## config.mk

```make
export PLATFORM = sky130hd
export DESIGN_NAME = piecewise_linear_opacity_map
export DESIGN_NICKNAME = d
export VERILOG_FILES = /design/src/hdl/pwlom_pkg.sv /design/src/hdl/pwlom_front.sv /design/src/hdl/pwlom_back.sv /design/src/hdl/piecewise_linear_opacity_map.sv
export SDC_FILE = /design/constraint.sdc
export NUM_CORES = 2
export LEC_CHECK = 0
export BUFFER_PORTS_ARGS = -buffer_cell sky130_fd_sc_hd__buf_2
export CORE_UTILIZATION = 34
export CTS_CLUSTER_DIAMETER = 30
export DETAILED_ROUTE_END_ITERATION = 7
export PLACE_DENSITY = 0.51
export SETUP_SLACK_MARGIN = 0.15
export SYNTH_ARGS = -nofsm -noshare
export SYNTH_HDL_FRONTEND = slang
export SYNTH_HIERARCHICAL = 1
export SYNTH_SLANG_ARGS = --single-unit
```

## constraint.sdc

```tcl
create_clock -name aclk -period 7.1 [get_ports aclk]
set_input_delay 1.42 -clock aclk [delete_from_list [all_inputs] [get_ports aclk]]
set_output_delay 1.42 -clock aclk [all_outputs]
set_load 0.01 [all_outputs]
```

## src/hdl/pwlom_pkg.sv

```systemverilog
package pwlom_pkg;

    localparam int POS_W   = 16;
    localparam int LVL_W   = 8;
    localparam int DATA_W  = POS_W + LVL_W;
    localparam int OUT_W   = 8;
    localparam int PROD_W  = LVL_W + POS_W;
    localparam int NUM_W   = PROD_W + 1;
    localparam int STEP_W  = $clog2(OUT_W);

    typedef enum logic {
        OP_INSERT = 1'b0,
        OP_LOOKUP = 1'b1
    } op_t;

    typedef struct packed {
        op_t              op;
        logic [POS_W-1:0] position;
        logic [LVL_W-1:0] level;
    } item_t;

    typedef struct packed {
        logic [LVL_W-1:0] level;
        logic [POS_W-1:0] position;
    } point_t;

    typedef enum logic [2:0] {
        ST_IDLE,
        ST_LK_SCAN,
        ST_LK_MUL,
        ST_LK_SUM,
        ST_LK_DIV,
        ST_INS_SHIFT,
        ST_INS_HEAD
    } state_t;

endpackage

```

## src/hdl/pwlom_front.sv

```systemverilog
module pwlom_front (
    input  logic                   aclk,
    input  logic                   aresetn,
    input  logic                   s_tvalid,
    output logic                   s_tready,
    input  logic [23:0]            s_tdata,   // position[15:0], level[23:16]
    input  logic                   s_tuser,   // kind
    output logic                   q_valid,
    input  logic                   q_ready,
    output pwlom_pkg::item_t       q_item
);
    import pwlom_pkg::*;

    item_t       slot_reg [2];
    item_t       slot_next [2];
    logic [1:0]  cnt_reg;
    logic [1:0]  cnt_next;
    item_t       in_item;
    logic        push;
    logic        pop;

    // classify the incoming transfer
    always_comb begin
        in_item.op       = s_tuser ? OP_LOOKUP : OP_INSERT;
        in_item.position = s_tdata[POS_W-1:0];
        in_item.level    = s_tdata[DATA_W-1:POS_W];
    end

    assign s_tready = (cnt_reg != 2'd2);
    assign q_valid  = (cnt_reg != 2'd0);
    assign q_item   = slot_reg[0];
    assign push     = s_tvalid && s_tready;
    assign pop      = q_valid && q_ready;

    always_comb begin
        slot_next[0] = slot_reg[0];
        slot_next[1] = slot_reg[1];
        cnt_next     = cnt_reg;
        unique case ({push, pop})
            2'b10: begin
                if (cnt_reg == 2'd0) begin
                    slot_next[0] = in_item;
                end else begin
                    slot_next[1] = in_item;
                end
                cnt_next = cnt_reg + 2'd1;
            end
            2'b01: begin
                slot_next[0] = slot_reg[1];
                cnt_next     = cnt_reg - 2'd1;
            end
            2'b11: begin
                slot_next[0] = in_item;
            end
            default: begin
            end
        endcase
    end

    always_ff @(posedge aclk) begin
        slot_reg[0] <= slot_next[0];
        slot_reg[1] <= slot_next[1];
        if (!aresetn) begin
            cnt_reg <= 2'd0;
        end else begin
            cnt_reg <= cnt_next;
        end
    end

endmodule

```

## src/hdl/pwlom_back.sv

```systemverilog
module pwlom_back #(
    parameter int MAX_POINTS = 16
) (
    input  logic                   aclk,
    input  logic                   aresetn,
    input  logic                   q_valid,
    output logic                   q_ready,
    input  pwlom_pkg::item_t       q_item,
    output logic                   m_tvalid,
    input  logic                   m_tready,
    output logic [7:0]             m_tdata,   // opacity
    output logic                   m_tuser    // dropped
);
    import pwlom_pkg::*;

    localparam int AW = (MAX_POINTS > 2) ? $clog2(MAX_POINTS) : 1;
    localparam int CW = $clog2(MAX_POINTS + 1);

    point_t              mem_reg [MAX_POINTS];
    point_t              rd_data_reg;
    logic                rd_en;
    logic [AW-1:0]       rd_addr;
    logic                wr_en;
    logic [AW-1:0]       wr_addr;
    point_t              wr_data;

    state_t              state_reg, state_next;
    item_t               item_reg, item_next;
    logic [CW-1:0]       count_reg, count_next;
    logic [AW-1:0]       addr_reg, addr_next;
    logic                issue_reg, issue_next;
    logic                dv_reg, dv_next;
    logic [AW-1:0]       didx_reg, didx_next;
    point_t              prev_reg, prev_next;
    logic [POS_W-1:0]    x0_reg, x0_next, x1_reg, x1_next;
    logic [LVL_W-1:0]    y0_reg, y0_next, y1_reg, y1_next;
    logic [POS_W-1:0]    den_reg, den_next;
    logic [PROD_W-1:0]   prod_a_reg, prod_a_next, prod_b_reg, prod_b_next;
    logic                neg_reg, neg_next;
    logic [NUM_W-1:0]    rem_reg, rem_next, sd_reg, sd_next;
    logic [OUT_W-1:0]    quo_reg, quo_next;
    logic [STEP_W-1:0]   step_reg, step_next;
    logic                out_valid_reg, out_valid_next;
    logic [OUT_W-1:0]    out_opacity_reg, out_opacity_next;
    logic                out_dropped_reg, out_dropped_next;

    logic [CW-1:0]       addr_inc;
    logic [AW-1:0]       last_idx;
    logic [POS_W-1:0]    den;
    logic [POS_W-1:0]    dx;
    logic [LVL_W-1:0]    dy;
    logic [PROD_W-1:0]   num;
    logic                ge;
    point_t              new_point;

    assign q_ready  = (state_reg == ST_IDLE) && (!out_valid_reg || m_tready);
    assign m_tvalid = out_valid_reg;
    assign m_tdata  = out_opacity_reg;
    assign m_tuser  = out_dropped_reg;

    always_ff @(posedge aclk) begin
        if (wr_en) begin
            mem_reg[wr_addr] <= wr_data;
        end
        if (rd_en) begin
            rd_data_reg <= mem_reg[rd_addr];
        end
    end

    always_comb begin
        state_next       = state_reg;
        item_next        = item_reg;
        count_next       = count_reg;
        addr_next        = addr_reg;
        issue_next       = issue_reg;
        didx_next        = didx_reg;
        prev_next        = prev_reg;
        x0_next          = x0_reg;
        x1_next          = x1_reg;
        y0_next          = y0_reg;
        y1_next          = y1_reg;
        den_next         = den_reg;
        prod_a_next      = prod_a_reg;
        prod_b_next      = prod_b_reg;
        neg_next         = neg_reg;
        rem_next         = rem_reg;
        sd_next          = sd_reg;
        quo_next         = quo_reg;
        step_next        = step_reg;
        out_valid_next   = out_valid_reg && !m_tready;
        out_opacity_next = out_opacity_reg;
        out_dropped_next = out_dropped_reg;
        rd_en            = 1'b0;
        rd_addr          = addr_reg;
        wr_en            = 1'b0;
        wr_addr          = '0;
        wr_data          = rd_data_reg;
        new_point.level    = item_reg.level;
        new_point.position = item_reg.position;
        addr_inc         = CW'(addr_reg) + 1'b1;
        last_idx         = AW'(count_reg - 1'b1);
        den              = x1_reg - x0_reg;
        dx               = item_reg.position - x0_reg;
        dy               = (y1_reg >= y0_reg) ? (y1_reg - y0_reg) : (y0_reg - y1_reg);
        num              = neg_reg ? (prod_a_reg - prod_b_reg) : (prod_a_reg + prod_b_reg);
        ge               = (rem_reg >= sd_reg);

        unique case (state_reg)
            ST_IDLE: begin
                issue_next = 1'b0;
                if (q_valid && q_ready) begin
                    item_next = q_item;
                    if (q_item.op == OP_LOOKUP) begin
                        if (count_reg < CW'(2)) begin
                            out_valid_next   = 1'b1;
                            out_opacity_next = '0;
                            out_dropped_next = 1'b0;
                        end else begin
                            rd_en      = 1'b1;
                            rd_addr    = '0;
                            addr_next  = AW'(1);
                            issue_next = 1'b1;
                            state_next = ST_LK_SCAN;
                        end
                    end else if (count_reg == CW'(MAX_POINTS)) begin
                        out_valid_next   = 1'b1;
                        out_opacity_next = '0;
                        out_dropped_next = 1'b1;
                    end else if (count_reg == '0) begin
                        wr_en              = 1'b1;
                        wr_addr            = '0;
                        wr_data.level      = q_item.level;
                        wr_data.position   = q_item.position;
                        count_next         = count_reg + 1'b1;
                        out_valid_next     = 1'b1;
                        out_opacity_next   = '0;
                        out_dropped_next   = 1'b0;
                    end else begin
                        rd_en      = 1'b1;
                        rd_addr    = last_idx;
                        addr_next  = last_idx - 1'b1;
                        issue_next = (last_idx != '0);
                        state_next = ST_INS_SHIFT;
                    end
                end
            end
            ST_LK_SCAN: begin
                if (issue_reg) begin
                    rd_en      = 1'b1;
                    rd_addr    = addr_reg;
                    addr_next  = addr_inc[AW-1:0];
                    issue_next = (addr_inc < count_reg);
                end
                if (dv_reg) begin
                    prev_next = rd_data_reg;
                    if ((didx_reg != '0) &&
                        ((rd_data_reg.position > item_reg.position) ||
                         (CW'(didx_reg) == count_reg - 1'b1))) begin
                        x0_next    = prev_reg.position;
                        y0_next    = prev_reg.level;
                        x1_next    = rd_data_reg.position;
                        y1_next    = rd_data_reg.level;
                        issue_next = 1'b0;
                        state_next = ST_LK_MUL;
                    end
                end
            end
            ST_LK_MUL: begin
                den_next    = den;
                neg_next    = (y1_reg < y0_reg);
                prod_a_next = PROD_W'(y0_reg) * PROD_W'(den);
                prod_b_next = PROD_W'(dy) * PROD_W'(dx);
                if ((item_reg.position < x0_reg) || (item_reg.position > x1_reg)) begin
                    out_valid_next   = 1'b1;
                    out_opacity_next = '0;
                    out_dropped_next = 1'b0;
                    state_next       = ST_IDLE;
                end else if (den == '0) begin
                    out_valid_next   = 1'b1;
                    out_opacity_next = y1_reg;
                    out_dropped_next = 1'b0;
                    state_next       = ST_IDLE;
                end else begin
                    state_next = ST_LK_SUM;
                end
            end
            ST_LK_SUM: begin
                // rounded quotient of (2*num + den) / (2*den), always below 256
                rem_next   = {num, 1'b0} + NUM_W'(den_reg);
                sd_next    = {1'b0, den_reg, 1'b0, {(OUT_W-1){1'b0}}};
                quo_next   = '0;
                step_next  = STEP_W'(OUT_W - 1);
                state_next = ST_LK_DIV;
            end
            ST_LK_DIV: begin
                if (ge) begin
                    rem_next = rem_reg - sd_reg;
                end
                quo_next = {quo_reg[OUT_W-2:0], ge};
                sd_next  = sd_reg >> 1;
                if (step_reg == '0) begin
                    out_valid_next   = 1'b1;
                    out_opacity_next = {quo_reg[OUT_W-2:0], ge};
                    out_dropped_next = 1'b0;
                    state_next       = ST_IDLE;
                end else begin
                    step_next = step_reg - 1'b1;
                end
            end
            ST_INS_SHIFT: begin
                if (issue_reg) begin
                    rd_en      = 1'b1;
                    rd_addr    = addr_reg;
                    addr_next  = addr_reg - 1'b1;
                    issue_next = (addr_reg != '0);
                end
                if (dv_reg) begin
                    wr_en   = 1'b1;
                    wr_addr = didx_reg + 1'b1;
                    if (rd_data_reg.position > item_reg.position) begin
                        wr_data = rd_data_reg;
                        if (didx_reg == '0) begin
                            issue_next = 1'b0;
                            state_next = ST_INS_HEAD;
                        end
                    end else begin
                        wr_data          = new_point;
                        issue_next       = 1'b0;
                        count_next       = count_reg + 1'b1;
                        out_valid_next   = 1'b1;
                        out_opacity_next = '0;
                        out_dropped_next = 1'b0;
                        state_next       = ST_IDLE;
                    end
                end
            end
            ST_INS_HEAD: begin
                wr_en            = 1'b1;
                wr_addr          = '0;
                wr_data          = new_point;
                count_next       = count_reg + 1'b1;
                out_valid_next   = 1'b1;
                out_opacity_next = '0;
                out_dropped_next = 1'b0;
                state_next       = ST_IDLE;
            end
            default: begin
                state_next = ST_IDLE;
            end
        endcase

        dv_next   = rd_en;
        didx_next = rd_addr;
    end

    always_ff @(posedge aclk) begin
        item_reg        <= item_next;
        addr_reg        <= addr_next;
        didx_reg        <= didx_next;
        prev_reg        <= prev_next;
        x0_reg          <= x0_next;
        x1_reg          <= x1_next;
        y0_reg          <= y0_next;
        y1_reg          <= y1_next;
        den_reg         <= den_next;
        prod_a_reg      <= prod_a_next;
        prod_b_reg      <= prod_b_next;
        neg_reg         <= neg_next;
        rem_reg         <= rem_next;
        sd_reg          <= sd_next;
        quo_reg         <= quo_next;
        step_reg        <= step_next;
        out_opacity_reg <= out_opacity_next;
        out_dropped_reg <= out_dropped_next;
        if (!aresetn) begin
            state_reg     <= ST_IDLE;
            count_reg     <= '0;
            issue_reg     <= 1'b0;
            dv_reg        <= 1'b0;
            out_valid_reg <= 1'b0;
        end else begin
            state_reg     <= state_next;
            count_reg     <= count_next;
            issue_reg     <= issue_next;
            dv_reg        <= dv_next;
            out_valid_reg <= out_valid_next;
        end
    end

    a_count_bound: assert property (@(posedge aclk) disable iff (!aresetn)
        count_reg <= CW'(MAX_POINTS))
        else $error("point count above table size");

    a_drop_zero: assert property (@(posedge aclk) disable iff (!aresetn)
        out_valid_reg && out_dropped_reg |-> out_opacity_reg == '0)
        else $error("dropped insert with nonzero opacity");

    a_slot_free: assert property (@(posedge aclk) disable iff (!aresetn)
        (state_reg == ST_LK_DIV || state_reg == ST_INS_HEAD) |-> !out_valid_reg)
        else $error("result slot busy while an item is in flight");

    a_write_room: assert property (@(posedge aclk) disable iff (!aresetn)
        wr_en |-> count_reg < CW'(MAX_POINTS))
        else $error("table write with full table");

    a_count_step: assert property (@(posedge aclk) disable iff (!aresetn)
        count_reg != $past(count_reg) |-> count_reg == $past(count_reg) + 1'b1)
        else $error("point count moved by other than one");

endmodule

```

## src/hdl/piecewise_linear_opacity_map.sv

```systemverilog
// lookup: scans the stored points in order, then passes the multiply, sum and divide states
// lookup outside the span or on equal positions: answered from the multiply state, no divide
// insert: shifts later points up, writes the point; full/empty table, short lookup: from idle
// items are taken only in idle; idle-answered items go one per cycle while results are taken
// input transfers enter a two-entry queue and are taken while a result waits
// synchronous reset clears the point count, queue and handshake state; table contents stay
module piecewise_linear_opacity_map #(
    parameter int MAX_POINTS = 16
) (
    input  logic        aclk,
    input  logic        aresetn,
    input  logic        s_tvalid,
    output logic        s_tready,
    input  logic [23:0] s_tdata,   // position[15:0], level[23:16]
    input  logic        s_tuser,   // kind
    output logic        m_tvalid,
    input  logic        m_tready,
    output logic [7:0]  m_tdata,   // opacity[7:0]
    output logic        m_tuser    // dropped
);
    import pwlom_pkg::*;

    item_t q_item;
    logic  q_valid;
    logic  q_ready;

    pwlom_front u_front (
        .aclk     (aclk),
        .aresetn  (aresetn),
        .s_tvalid (s_tvalid),
        .s_tready (s_tready),
        .s_tdata  (s_tdata),
        .s_tuser  (s_tuser),
        .q_valid  (q_valid),
        .q_ready  (q_ready),
        .q_item   (q_item)
    );

    pwlom_back #(
        .MAX_POINTS (MAX_POINTS)
    ) u_back (
        .aclk     (aclk),
        .aresetn  (aresetn),
        .q_valid  (q_valid),
        .q_ready  (q_ready),
        .q_item   (q_item),
        .m_tvalid (m_tvalid),
        .m_tready (m_tready),
        .m_tdata  (m_tdata),
        .m_tuser  (m_tuser)
    );

endmodule

```

==> impl_metrics.ini <==
[clocking]
h-tree-depth = 4
cts_tree = yes
clkSinkCount = 708
clk_path_buf_depth = 3
cts_made_buffers = 162
cts_hold_buf = 0
cts.clk_slew.worst_paths_ns = 0.05
clk-insertion-delay-late_ns = 0.77
cts-root-buf = clkbuf_16

[synth]
yosysMostFrequentCell = edfxtp_1
ys_types = 88
synth_edf_count = 691
synth_nets = 4269
ys_async_sr_fraction_pct = 0
ys_top_cells_by_count = edfxtp_1 (691), nand2_1 (458), inv_1 (356)
synth_area_leaders = edfxtp_1 (49%), fa_1 (8.3%), ha_1 (7.2%)
ys.flop_type = edfxtp_1
syn_inst = 3821
yosysTopAreaCell = edfxtp_1
synthesis.area_mm2 = 0.0423
yosysWarningCount = 6
synth_area_per_cell_um2 = 11.1
ys_seq_area_share_pct = 49.8
synth_top_area_share_pct = 49.0
yosys_register_bits = 708

[min_path]
hold_start = u_back/prev_reg[16]
min-delay-path-class = reg2reg

[global_route]
antenna_found_initial = 1
grt_pass1_vias = 29500
grt-ovfl-total = 0
track_usage_pct = 18.1
grt_max_degree = 193
grt_pass1_wl_mm = 175

[setup_path]
cpMostUsedCell = fa_1
r2r_slack_ns = -0.14
cpMaxStageDelayCell = fa_1
end_kind = flop
cp_slowest_stage_delay_ns = 0.50
cp_max_fo = 6
critical_path_class = reg2reg
crit_start = u_back/y1_reg[0]
r2r_start = u_back/y1_reg[0]
critPathRequiredTime_ns = 7.55
arrival_ns = 7.69
cp-start-kind = flop

[place]
gp_congestion = 0.848
dp_hpwl_mm = 75.5
placed_area_mm2 = 0.0453
io_buffers = 39

[floorplanning]
coreArea_mm2 = 0.124
rows = 129
start_util_pct = 34.2
fp.dieW_um = 355
dieHeight_um = 355
dieArea_mm2 = 0.126
num_io_pins = 40

[sta]
slew_violations = 0
rsz0062_at_grt = yes
hold_viol_final = 0
slew-limit-headroom_pct = 12.0
fin_crit_sh_pct = 102
hold_ws_ns = 0.405
fmax_mhz = 138
timing.final.ws_setup_ns = -0.136
finalSetupViolations = 4
min_period_ns = 7.24
worst_slew_pin_slew_ns = 1.32
skew_ns = 0.0624

[outcome]
violations = setup timing
outcome = finished, violations left

[routing]
drc = 0
wire_per_inst_um = 19.6
detail_route.first_pass.iterations = 6
num_vias = 29000
wirelength_mm = 114
vias_per_cell = 4.99
antenna_left = 0
first_iter_violations = 2088

[flow_run]
cap_violations = 0

[layout]
drive_gt1_share_pct = 16.2
largest_register_ffs = 384
area_growth_pct = 21.4
finalInstanceArea_mm2 = 0.0514
antenna_cells = 0
fin_nets = 4482
[per-layer routing]
| metal | up-vias | wire, um | track usage, % |
|---|---|---|---|
| met5 | - | 0 | 0 |
| met3 | 190 | 5200 | 3.35 |
| met2 | 631 | 53400 | 29.2 |
| li1 | 14000 | - | - |
| met1 | 14200 | 51300 | 23.9 |
| met4 | 0 | 4090 | 7.97 |
[final timing paths]
check / to / depth (start not counted)
worst max-delay path: u_back/prod_b_reg[23] / 31
worst min-delay path: u_back/y0_reg[0] / 0
worst min register to register: u_back/y0_reg[0] / 0
worst max register to register: u_back/prod_b_reg[23] / 31
[final cells by class]
cell class                      instances  area, um^2
Timing Repair Buffer                  227        1700
Multi-Input combinational cell       2576       19600
Fill cell                           11800       72300
Sequential cell                       708       21100
Clock buffer                          177        4130
Tap cell                             1637        2050
Inverter                              359        1360
Clock inverter                        124        1480
[cell usage in the layout, fill, tap and decap left out, drive strengths merged, types with 18 or more instances in the layout]
cell,n
a211oi,61
a21o,64
a21oi,189
a221oi,29
a311oi,75
a31oi,38
and2,134
buf,227
bufinv,22
clkbuf,177
clkinv,73
edfxtp,691
fa,175
ha,244
inv,374
mux2,51
nand2,458
nand2b,23
nand3,121
nand4,18
nor2,307
nor2b,32
nor3,43
o21a,19
o21ai,124
or2,26
xnor2,114
xor2,50
[cells by family after synthesis]
group	after synthesis	synth area share, %
DFF	708	49.8
adders and majority gates	419	15.5
xor gates and xnor gates	164	3.43
buffers and inverters	537	5.13
AOI/OAI and AO/OA	710	11.3
and+or+nand+nor	1221	13.3
muxes	62	1.62
[timing repair]
| item | in CTS | in global routing |
|---|---|---|
| pin swaps | 24 | 25 |
| setup buffers | 10 | 5 |
| cloned | 0 | 0 |
| gates resized for setup | 30 | 33 |
| setup endpoints to repair | 10 | 16 |
[metrics by stage]
stage               cells  worst slack (ns)  TNS, ns  util [%]
finish               5808            -0.136   -0.297      41.6
detailed placement   5492            -0.360    -1.22      36.7
global placement     5492            -0.298   -0.819      36.7
global route         5808            -0.454    -2.59      41.6
floorplan            3821             0.164        0         -
CTS                  5803            -0.201   -0.629      41.4
[worst max-delay path: cells and delay by family, from the launching register on]
kind / cells / cell delay (ns)
AOI/OAI and AO/OA: 14 / 2.83
adders and majority gates: 7 / 2.77
DFF: 1 / 0.38
and+or+nand+nor: 2 / 0.10
muxes: 1 / 0.15
buffers and inverters: 5 / 0.37
xor gates and xnor gates: 2 / 0.34
Power is not shown: default switching activity piles up to over one toggle a cycle in this logic, so the estimate is an artifact.
